--- config.mk ---
export PLATFORM = sky130hd
export DESIGN_NAME = multi_format_signed_alu16
export DESIGN_NICKNAME = d
export VERILOG_FILES = /design/src/rtl/core/mfa_pkg.sv /design/src/rtl/core/multi_format_signed_alu16.sv /design/src/rtl/core/mfa_decode.sv /design/src/rtl/core/mfa_arith.sv /design/src/rtl/core/mfa_div_cell.sv /design/src/rtl/core/mfa_encode.sv
export SDC_FILE = /design/constraint.sdc
export NUM_CORES = 2
export LEC_CHECK = 0
export BUFFER_PORTS_ARGS = -buffer_cell sky130_fd_sc_hd__buf_2
export CORE_MARGIN = 3
export CORE_UTILIZATION = 64
export DETAILED_ROUTE_END_ITERATION = 10
export PLACE_DENSITY = 0.91
export SYNTH_ARGS = -nofsm -noshare
export SYNTH_HDL_FRONTEND = slang
export SYNTH_SLANG_ARGS = --single-unit
--- constraint.sdc ---
create_clock -name clk -period 10.62 [get_ports clk]
set_input_delay 0 -clock clk [delete_from_list [all_inputs] [get_ports clk]]
set_output_delay 0 -clock clk [all_outputs]
set_load 0.005 [all_outputs]
--- src/rtl/core/mfa_pkg.sv ---
// Shared types and codes for the multi-format signed ALU.
`default_nettype none

package mfa_pkg;

    localparam int WORD_W    = 16;
    localparam int DIV_STEPS = WORD_W;
    localparam int PROD_W    = 2 * WORD_W;

    localparam logic [1:0] FMT_SM = 2'd0;
    localparam logic [1:0] FMT_OC = 2'd1;
    localparam logic [1:0] FMT_TC = 2'd2;

    localparam logic [1:0] CMD_ADD = 2'd0;
    localparam logic [1:0] CMD_SUB = 2'd1;
    localparam logic [1:0] CMD_MUL = 2'd2;
    localparam logic [1:0] CMD_DIV = 2'd3;

    localparam logic [PROD_W-1:0] RESULT_MAX = PROD_W'(32767);

    typedef struct packed {
        logic [1:0]        number_format;
        logic [1:0]        command;
        logic [WORD_W-1:0] operand_a;
        logic [WORD_W-1:0] operand_b;
    } in_t;

    typedef struct packed {
        logic [WORD_W-1:0] result_bits;
        logic              overflow;
        logic              divide_by_zero;
    } out_t;

    typedef struct packed {
        logic [1:0]          fmt;
        logic [1:0]          cmd;
        logic                neg_a;
        logic                neg_b;
        logic [WORD_W-1:0]   mag_a;
        logic [WORD_W-1:0]   mag_b;
        logic signed [WORD_W:0] val_a;
        logic signed [WORD_W:0] val_b;
    } dec_t;

    typedef struct packed {
        logic [1:0]        fmt;
        logic [1:0]        cmd;
        logic              dbz;
        logic              r_neg;
        logic [PROD_W-1:0] r_mag;
        logic [WORD_W-1:0] rem;
        logic [WORD_W-1:0] quo;
        logic [WORD_W-1:0] dvs;
    } pipe_t;

endpackage

`default_nettype wire

--- src/rtl/core/multi_format_signed_alu16.sv ---
// Top level of the multi-format signed 16-bit ALU.
//
// Usage:
//   req carries one item: number format, command and two 16-bit operand
//   patterns; it is taken when req_valid and req_ready are high together.
//   rsp carries the encoded result with its overflow and divide-by-zero
//   flags; it is taken when rsp_valid and rsp_ready are high together.
//   Every item gives exactly one result, in order.
// Pipeline: every command passes through 19 register stages (decode,
//   arithmetic, sixteen division cells, one output register).
// Throughput: one item per cycle unless rsp stalls; each division cell
//   resolves one quotient bit, so the cell chain sets the latency, not
//   the rate.
// Stall: each stage holds its item while the next one is full and stalled;
//   empty stages keep filling, so req_ready falls only once the whole chain
//   is full behind a stalled rsp.
// Reset: rst_n empties every stage; no state survives between items.
`default_nettype none

module multi_format_signed_alu16 (
    input  wire logic          clk,
    input  wire logic          rst_n,
    input  wire logic          req_valid,
    output logic               req_ready,
    input  wire mfa_pkg::in_t  req,
    output logic               rsp_valid,
    input  wire logic          rsp_ready,
    output mfa_pkg::out_t      rsp
);
    import mfa_pkg::*;

    dec_t  dec;
    logic  dec_valid;
    logic  dec_ready;
    pipe_t chain [0:DIV_STEPS];
    logic  chain_valid [0:DIV_STEPS];
    logic  chain_ready [0:DIV_STEPS];

    mfa_decode u_decode (
        .clk      (clk),
        .rst_n    (rst_n),
        .up_valid (req_valid),
        .up_ready (req_ready),
        .up       (req),
        .dn_valid (dec_valid),
        .dn_ready (dec_ready),
        .dn       (dec)
    );

    mfa_arith u_arith (
        .clk      (clk),
        .rst_n    (rst_n),
        .up_valid (dec_valid),
        .up_ready (dec_ready),
        .up       (dec),
        .dn_valid (chain_valid[0]),
        .dn_ready (chain_ready[0]),
        .dn       (chain[0])
    );

    for (genvar i = 0; i < DIV_STEPS; i++)
    begin : g_cell
        mfa_div_cell u_cell (
            .clk      (clk),
            .rst_n    (rst_n),
            .up_valid (chain_valid[i]),
            .up_ready (chain_ready[i]),
            .up       (chain[i]),
            .dn_valid (chain_valid[i+1]),
            .dn_ready (chain_ready[i+1]),
            .dn       (chain[i+1])
        );
    end

    mfa_encode u_encode (
        .clk      (clk),
        .rst_n    (rst_n),
        .up_valid (chain_valid[DIV_STEPS]),
        .up_ready (chain_ready[DIV_STEPS]),
        .up       (chain[DIV_STEPS]),
        .dn_valid (rsp_valid),
        .dn_ready (rsp_ready),
        .dn       (rsp)
    );

    a_flags_exclusive: assert property (@(posedge clk) disable iff (!rst_n)
        rsp_valid |-> !(rsp.overflow && rsp.divide_by_zero))
        else $error("overflow and divide-by-zero raised together");

    a_flag_zero_bits: assert property (@(posedge clk) disable iff (!rst_n)
        (rsp_valid && (rsp.overflow || rsp.divide_by_zero)) |-> (rsp.result_bits == '0))
        else $error("flagged item carries nonzero result bits");

    a_full_when_blocked: assert property (@(posedge clk) disable iff (!rst_n)
        !req_ready |-> (rsp_valid && !rsp_ready))
        else $error("input blocked without a stalled output");

endmodule

`default_nettype wire

--- src/rtl/core/mfa_decode.sv ---
// Operand decode stage: sign, magnitude and signed value of both operands.
`default_nettype none

module mfa_decode (
    input  wire logic          clk,
    input  wire logic          rst_n,
    input  wire logic          up_valid,
    output logic               up_ready,
    input  wire mfa_pkg::in_t  up,
    output logic               dn_valid,
    input  wire logic          dn_ready,
    output mfa_pkg::dec_t      dn
);
    import mfa_pkg::*;

    typedef struct packed {
        logic                   neg;
        logic [WORD_W-1:0]      mag;
        logic signed [WORD_W:0] val;
    } opnd_t;

    function automatic opnd_t decode_op(input logic [1:0] fmt, input logic [WORD_W-1:0] bits);
        opnd_t             o;
        logic              s;
        logic [WORD_W-2:0] low;
        s   = bits[WORD_W-1];
        low = bits[WORD_W-2:0];
        unique case (fmt)
            FMT_SM:  o.mag = {1'b0, low};
            FMT_OC:  o.mag = s ? {1'b0, ~low} : {1'b0, low};
            default: o.mag = s ? (WORD_W'(0) - bits) : {1'b0, low};
        endcase
        o.neg = s && (o.mag != '0);
        if (fmt == FMT_SM || fmt == FMT_OC)
        begin
            o.val = o.neg ? -$signed({1'b0, o.mag}) : $signed({1'b0, o.mag});
        end
        else
        begin
            o.val = $signed({s, bits});
        end
        return o;
    endfunction

    logic  valid_reg;
    dec_t  data_reg;
    dec_t  data_next;
    opnd_t opa;
    opnd_t opb;

    always_comb
    begin
        opa = decode_op(up.number_format, up.operand_a);
        opb = decode_op(up.number_format, up.operand_b);
        data_next.fmt   = up.number_format;
        data_next.cmd   = up.command;
        data_next.neg_a = opa.neg;
        data_next.neg_b = opb.neg;
        data_next.mag_a = opa.mag;
        data_next.mag_b = opb.mag;
        data_next.val_a = opa.val;
        data_next.val_b = opb.val;
    end

    assign up_ready = !valid_reg || dn_ready;
    assign dn_valid = valid_reg;
    assign dn       = data_reg;

    always_ff @(posedge clk or negedge rst_n)
    begin
        if (!rst_n)
        begin
            valid_reg <= 1'b0;
        end
        else if (up_ready)
        begin
            valid_reg <= up_valid;
        end
    end

    always_ff @(posedge clk)
    begin
        if (up_ready && up_valid)
        begin
            data_reg <= data_next;
        end
    end

endmodule

`default_nettype wire

--- src/rtl/core/mfa_arith.sv ---
// Arithmetic stage: add, subtract, multiply, and set-up of the divider chain.
`default_nettype none

module mfa_arith (
    input  wire logic          clk,
    input  wire logic          rst_n,
    input  wire logic          up_valid,
    output logic               up_ready,
    input  wire mfa_pkg::dec_t up,
    output logic               dn_valid,
    input  wire logic          dn_ready,
    output mfa_pkg::pipe_t     dn
);
    import mfa_pkg::*;

    logic                     valid_reg;
    pipe_t                    data_reg;
    pipe_t                    data_next;
    logic signed [WORD_W+1:0] sum;
    logic [WORD_W+1:0]        sum_mag;
    logic [PROD_W-1:0]        prod;

    always_comb
    begin
        if (up.cmd == CMD_SUB)
        begin
            sum = (WORD_W+2)'(up.val_a) - (WORD_W+2)'(up.val_b);
        end
        else
        begin
            sum = (WORD_W+2)'(up.val_a) + (WORD_W+2)'(up.val_b);
        end
        sum_mag = sum[WORD_W+1] ? (WORD_W+2)'(-sum) : sum;
        prod    = up.mag_a * up.mag_b;

        data_next.fmt = up.fmt;
        data_next.cmd = up.cmd;
        data_next.dbz = (up.cmd == CMD_DIV) && (up.mag_b == '0);
        data_next.rem = '0;
        data_next.quo = up.mag_a;
        data_next.dvs = up.mag_b;
        unique case (up.cmd)
            CMD_ADD, CMD_SUB:
            begin
                data_next.r_neg = sum[WORD_W+1];
                data_next.r_mag = PROD_W'(sum_mag);
            end
            CMD_MUL:
            begin
                data_next.r_neg = up.neg_a ^ up.neg_b;
                data_next.r_mag = prod;
            end
            default:
            begin
                data_next.r_neg = up.neg_a ^ up.neg_b;
                data_next.r_mag = '0;
            end
        endcase
    end

    assign up_ready = !valid_reg || dn_ready;
    assign dn_valid = valid_reg;
    assign dn       = data_reg;

    always_ff @(posedge clk or negedge rst_n)
    begin
        if (!rst_n)
        begin
            valid_reg <= 1'b0;
        end
        else if (up_ready)
        begin
            valid_reg <= up_valid;
        end
    end

    always_ff @(posedge clk)
    begin
        if (up_ready && up_valid)
        begin
            data_reg <= data_next;
        end
    end

endmodule

`default_nettype wire

--- src/rtl/core/mfa_div_cell.sv ---
// One restoring-division cell: produces one quotient bit and passes the item on.
`default_nettype none

module mfa_div_cell (
    input  wire logic           clk,
    input  wire logic           rst_n,
    input  wire logic           up_valid,
    output logic                up_ready,
    input  wire mfa_pkg::pipe_t up,
    output logic                dn_valid,
    input  wire logic           dn_ready,
    output mfa_pkg::pipe_t      dn
);
    import mfa_pkg::*;

    logic              valid_reg;
    pipe_t             data_reg;
    pipe_t             data_next;
    logic [WORD_W:0]   shifted;
    logic [WORD_W:0]   trial;
    logic              ge;

    always_comb
    begin
        shifted   = {up.rem, up.quo[WORD_W-1]};
        ge        = shifted >= {1'b0, up.dvs};
        trial     = shifted - {1'b0, up.dvs};
        data_next = up;
        data_next.rem = ge ? trial[WORD_W-1:0] : shifted[WORD_W-1:0];
        data_next.quo = {up.quo[WORD_W-2:0], ge};
    end

    assign up_ready = !valid_reg || dn_ready;
    assign dn_valid = valid_reg;
    assign dn       = data_reg;

    always_ff @(posedge clk or negedge rst_n)
    begin
        if (!rst_n)
        begin
            valid_reg <= 1'b0;
        end
        else if (up_ready)
        begin
            valid_reg <= up_valid;
        end
    end

    always_ff @(posedge clk)
    begin
        if (up_ready && up_valid)
        begin
            data_reg <= data_next;
        end
    end

    a_rem_below_divisor: assert property (@(posedge clk) disable iff (!rst_n)
        (valid_reg && data_reg.dvs != '0) |-> (data_reg.rem < data_reg.dvs))
        else $error("partial remainder not below divisor");

endmodule

`default_nettype wire

--- src/rtl/core/mfa_encode.sv ---
// Output stage: range check, flag handling and re-encoding into the item's format.
`default_nettype none

module mfa_encode (
    input  wire logic           clk,
    input  wire logic           rst_n,
    input  wire logic           up_valid,
    output logic                up_ready,
    input  wire mfa_pkg::pipe_t up,
    output logic                dn_valid,
    input  wire logic           dn_ready,
    output mfa_pkg::out_t       dn
);
    import mfa_pkg::*;

    logic              valid_reg;
    out_t              data_reg;
    out_t              data_next;
    logic [PROD_W-1:0] mag;
    logic              ovf;

    always_comb
    begin
        mag = (up.cmd == CMD_DIV) ? PROD_W'(up.quo) : up.r_mag;
        ovf = !up.dbz && (mag > RESULT_MAX);
        data_next.divide_by_zero = up.dbz;
        data_next.overflow       = ovf;
        if (up.dbz || ovf)
        begin
            data_next.result_bits = '0;
        end
        else if (!up.r_neg || mag == '0)
        begin
            data_next.result_bits = mag[WORD_W-1:0];
        end
        else
        begin
            unique case (up.fmt)
                FMT_SM:  data_next.result_bits = {1'b1, mag[WORD_W-2:0]};
                FMT_OC:  data_next.result_bits = ~mag[WORD_W-1:0];
                default: data_next.result_bits = WORD_W'(0) - mag[WORD_W-1:0];
            endcase
        end
    end

    assign up_ready = !valid_reg || dn_ready;
    assign dn_valid = valid_reg;
    assign dn       = data_reg;

    always_ff @(posedge clk or negedge rst_n)
    begin
        if (!rst_n)
        begin
            valid_reg <= 1'b0;
        end
        else if (up_ready)
        begin
            valid_reg <= up_valid;
        end
    end

    always_ff @(posedge clk)
    begin
        if (up_ready && up_valid)
        begin
            data_reg <= data_next;
        end
    end

endmodule

`default_nettype wire
==> metrics.txt <==
status complete, no violations; WP buf/inv 4; gpl congestion 0.949; largest net degree at the start of global routing 79; Slew HR between 10% and 20%; DR iter-0 viols between 3k and 4k; logic gate share of total power roughly half; Pre-antenna DRT Iters 6; fraction of layout cells with a size suffix above 1 9.55%; Clock Latency Late Sink 0.77 ns; Post-synth EDFFs ~1.5k; clk sinks approximately 1.5k; period utilization about three quarters; achievable clock frequency ~130 MHz; Final Hold Vio Count 0; Layout Nets 6023; HP Class in -> reg; Num CTS Buffers around 150; CORE AREA between 100000 and 150000 sq um; leak pwr around 32 nW; post-layout min period 7.80 ns; Synth warnings 0; worst path cell trace and2_1 -> fa_1 -> inv_1 -> fa_1 -> fa_1 -> inv_1 -> fa_1 -> fa_1 -> inv_1 -> fa_1 -> inv_1 -> ha_1 -> a21o_1 -> a21o_1 -> a21o_1 -> a21o_1 -> a2111oi_0 -> o21ai_0 -> a221oi_1 -> xor2_1 -> nor2_1; # setup viols final 0; Worst EP arrival between 8 and 9 ns; CP most frequent cell fa_1; RSZ-0062 raised after global routing false; Syn Area/Cell 14.0 sq um; vias in the first global route 44.4k; Worst Setup Path Type reg -> reg; WHS around 0.13 ns; asr flop ratio synth 1.25%; die width about 340 microns; synthesis-to-finish area growth 10.1%; first-pass GRT wire length approximately 250 mm; CTS H-Tree Depth 4; Reg clk slew, reported paths roughly 0.06 ns; Post-Syn Nets around 5.8k; crit path max-delay cell type a2111oi_0; global-route total usage across every layer between 20% and 30%; PortBufs 59; vias per cell roughly 6.1; post-synthesis cell type count ~100; Root Driver clkbuf_16; initial antenna violation count 1; top_reg_cell synth edfxtp_1; Sw Ratio roughly two fifths; routed vias 42.8k; Mapped Area between 70000 and 80000 sq um; area of the multi-input gates roughly 25000 sq um; register area ~46000 sq um; I/O pin total 60; die area roughly 120000 sq um; Syn Inst Count about 5.2k; FP Rows between 100 and 150; WL per Instance 23.5 microns; final count of pins violating max slew 0; P_int around 16 mW; share of power burned in registers about a third; cell family with most CP delay adder cells; sequential element share of the synthesized area between 60% and 70%; Fin Setup TNS 0 ns; filler cell count in the final layout 6860; Detail Placement HPWL roughly 110 mm; # DRC 0; total grt overflow 0; critical path endpoint category register; Total Routed Length between 150 and 200 mm; CTS tree built; CP max FO 17; worst vdd ir between 600 and 700 uV; CTS resizes 0; initial core utilization 64.7%; die height about 340 microns; Worst Tran Pin Value about 1.3 ns; max-cap violation count 0; Clock Path Buffers 3; Psw roughly 11 mW; Power per Cell Area around 340 nW/um^2; startpoint types register; Post-DRT Antenna Nets 0; Worst Skew between 0.04 and 0.05 ns; power share of the clock group between 10% and 20%; Required @ worst endpoint around 11 ns; Largest stage delay, worst path between 0.9 and 1 ns; flip-flop and latch count after synthesis 1521
metal layers:
layer | vias to the layer above | global-route usage, % | wire length, microns
met5 | - | 0 | 14
met4 | 2 | 17.5 | 11400
met3 | 623 | 4.43 | 9890
met2 | 1985 | 51.1 | 85900
met1 | 20982 | 31.6 | 57800
li1 | 19177 | - | -
sequential cells by signal, summed over array words and instances, names as in the netlist:
name,count
g_cell.u_cell.dn,1344
g_cell.u_cell.dn_valid,16
u_arith.dn,70
u_arith.dn_valid,1
u_decode.dn,70
u_decode.dn_valid,1
u_encode.dn,18
u_encode.dn_valid,1
per-stage QoR:
step	cell area (sq um)	worst slack, ns	util [%]	instances	power (mW)
after floorplan	72800	2.59	-	5204	17.9
after global placement	74900	3.05	66.5	6694	20.6
after detailed placement	74900	2.99	66.5	6694	21.1
after CTS	80200	2.91	71.2	7018	26.8
after global routing	80200	2.55	71.2	7018	28.6
final	80200	2.82	71.2	7019	27.1
tightest hold or removal path: cells and delay by family:
kind	cells	cell delay, ns
buffers and inverters	2	0.62
AND/OR/NAND/NOR	3	0.24
power by group through the flow:
stage / Clock, mW / Combinational, mW / Sequential, mW
finish: 5.17 / 13.1 / 8.79
global route: 5.45 / 14.2 / 8.87
CTS: 5.22 / 12.8 / 8.79
detailed placement: 0 / 12.3 / 8.87
global placement: 0 / 11.8 / 8.78
floorplan: 0 / 9.33 / 8.61
Yosys cell counts (all sizes together) (7+ instances only):
cell / count / area [sq um]
a2111oi: 8 / 70.1
a211oi: 34 / 255
a21boi: 16 / 120
a21o: 54 / 405
a21oi: 231 / 1160
a31oi: 30 / 194
a41oi: 7 / 61.3
and2: 133 / 832
and3: 15 / 98.8
buf: 28 / 176
clkbuf: 71 / 297
dfrtp: 19 / 475
edfxtp: 1502 / 45100
fa: 209 / 4180
ha: 371 / 4640
inv: 592 / 2220
mux2: 155 / 1770
mux2i: 40 / 400
nand2: 293 / 1100
nand2b: 40 / 250
nand3: 54 / 270
nand4: 57 / 357
nor2: 265 / 1000
nor2b: 69 / 439
nor3: 84 / 448
nor4: 38 / 265
o211ai: 13 / 103
o21a: 78 / 586
o21ai: 134 / 693
o21bai: 17 / 128
o22ai: 21 / 138
o31a: 12 / 105
o31ai: 16 / 135
o41a: 13 / 146
o41ai: 24 / 225
or2: 18 / 113
or3: 29 / 186
or4: 7 / 57.6
xnor2: 218 / 1910
xor2: 100 / 883
logic make-up (layout without fill, tap and decap cells):
family                   after synthesis  after routing  share of synthesized area, %
AO/OA/AOI/OAI                        764            764                          6.92
flip-flops                          1521           1521                          62.6
XOR/XNOR                             318            318                          3.83
multiplexers                         195            195                          2.98
other                                  0              1                             0
adder cells (fa/ha/maj)              580            580                          12.1
AND/OR/NAND/NOR                     1135           1135                          7.89
buffers and inverters                691           1005                          3.70
worst paths after layout:
path	cells after the start	slack, ns	endpoint	startpoint
max in group asynchronous	3	9.49	g_cell[1].u_cell.dn_valid$_DFFE_PN0P_	rst_n
min in group asynchronous	3	0.51	g_cell[13].u_cell.dn_valid$_DFFE_PN0P_	rst_n
max reg2reg	21	2.82	u_arith.dn[77]$_DFFE_PP_	u_decode.dn[56]$_DFFE_PP_
min	5	0.13	g_cell[15].u_cell.dn_valid$_DFFE_PN0P_	rsp_ready
max	21	2.82	u_arith.dn[77]$_DFFE_PP_	u_decode.dn[56]$_DFFE_PP_
min reg2reg	0	0.39	g_cell[2].u_cell.dn[20]$_DFFE_PP_	g_cell[1].u_cell.dn[19]$_DFFE_PP_
layout by cell type, fill, tap and decap left out, types with 35 or more instances in the layout:
cell type	netlist	final
edfxtp_1	1502	1502
fa_1	209	209
and2_1	133	123
o21a_1	78	77
buf_2	14	59
a21oi_1	231	230
ha_1	371	371
mux2_2	149	149
nand4_1	57	57
xor2_1	99	99
nand3_1	54	54
clkbuf_16	0	151
clkbuf_1	68	35
mux2i_1	40	40
nand2b_1	40	40
nand2_1	293	293
nor3_1	81	81
dlygate4sd3_1	0	60
xnor2_1	218	218
o21ai_0	113	113
inv_1	592	592
nor2_1	263	263
nor2b_1	68	63
a21o_1	54	54
timing repair:
action | 4_1_cts | 5_1_grt
hold endpoints to repair | 107 | 0
hold buffers | 60 | 0
setup buffers | 0 | 0
area by class of cell:
| type | instances | area share, % |
|---|---|---|
| Timing Repair Buffer | 149 | 1.40 |
| Multi-Input combinational cell | 2992 | 30.8 |
| Tap cell | 1500 | 2.34 |
| Clock buffer | 187 | 4.89 |
| Antenna cell | 1 | 0.00312 |
| Clock inverter | 77 | 0.975 |
| Inverter | 592 | 2.77 |
| Sequential cell | 1521 | 56.8 |
Note: power is estimated with default switching activity, not from simulation.
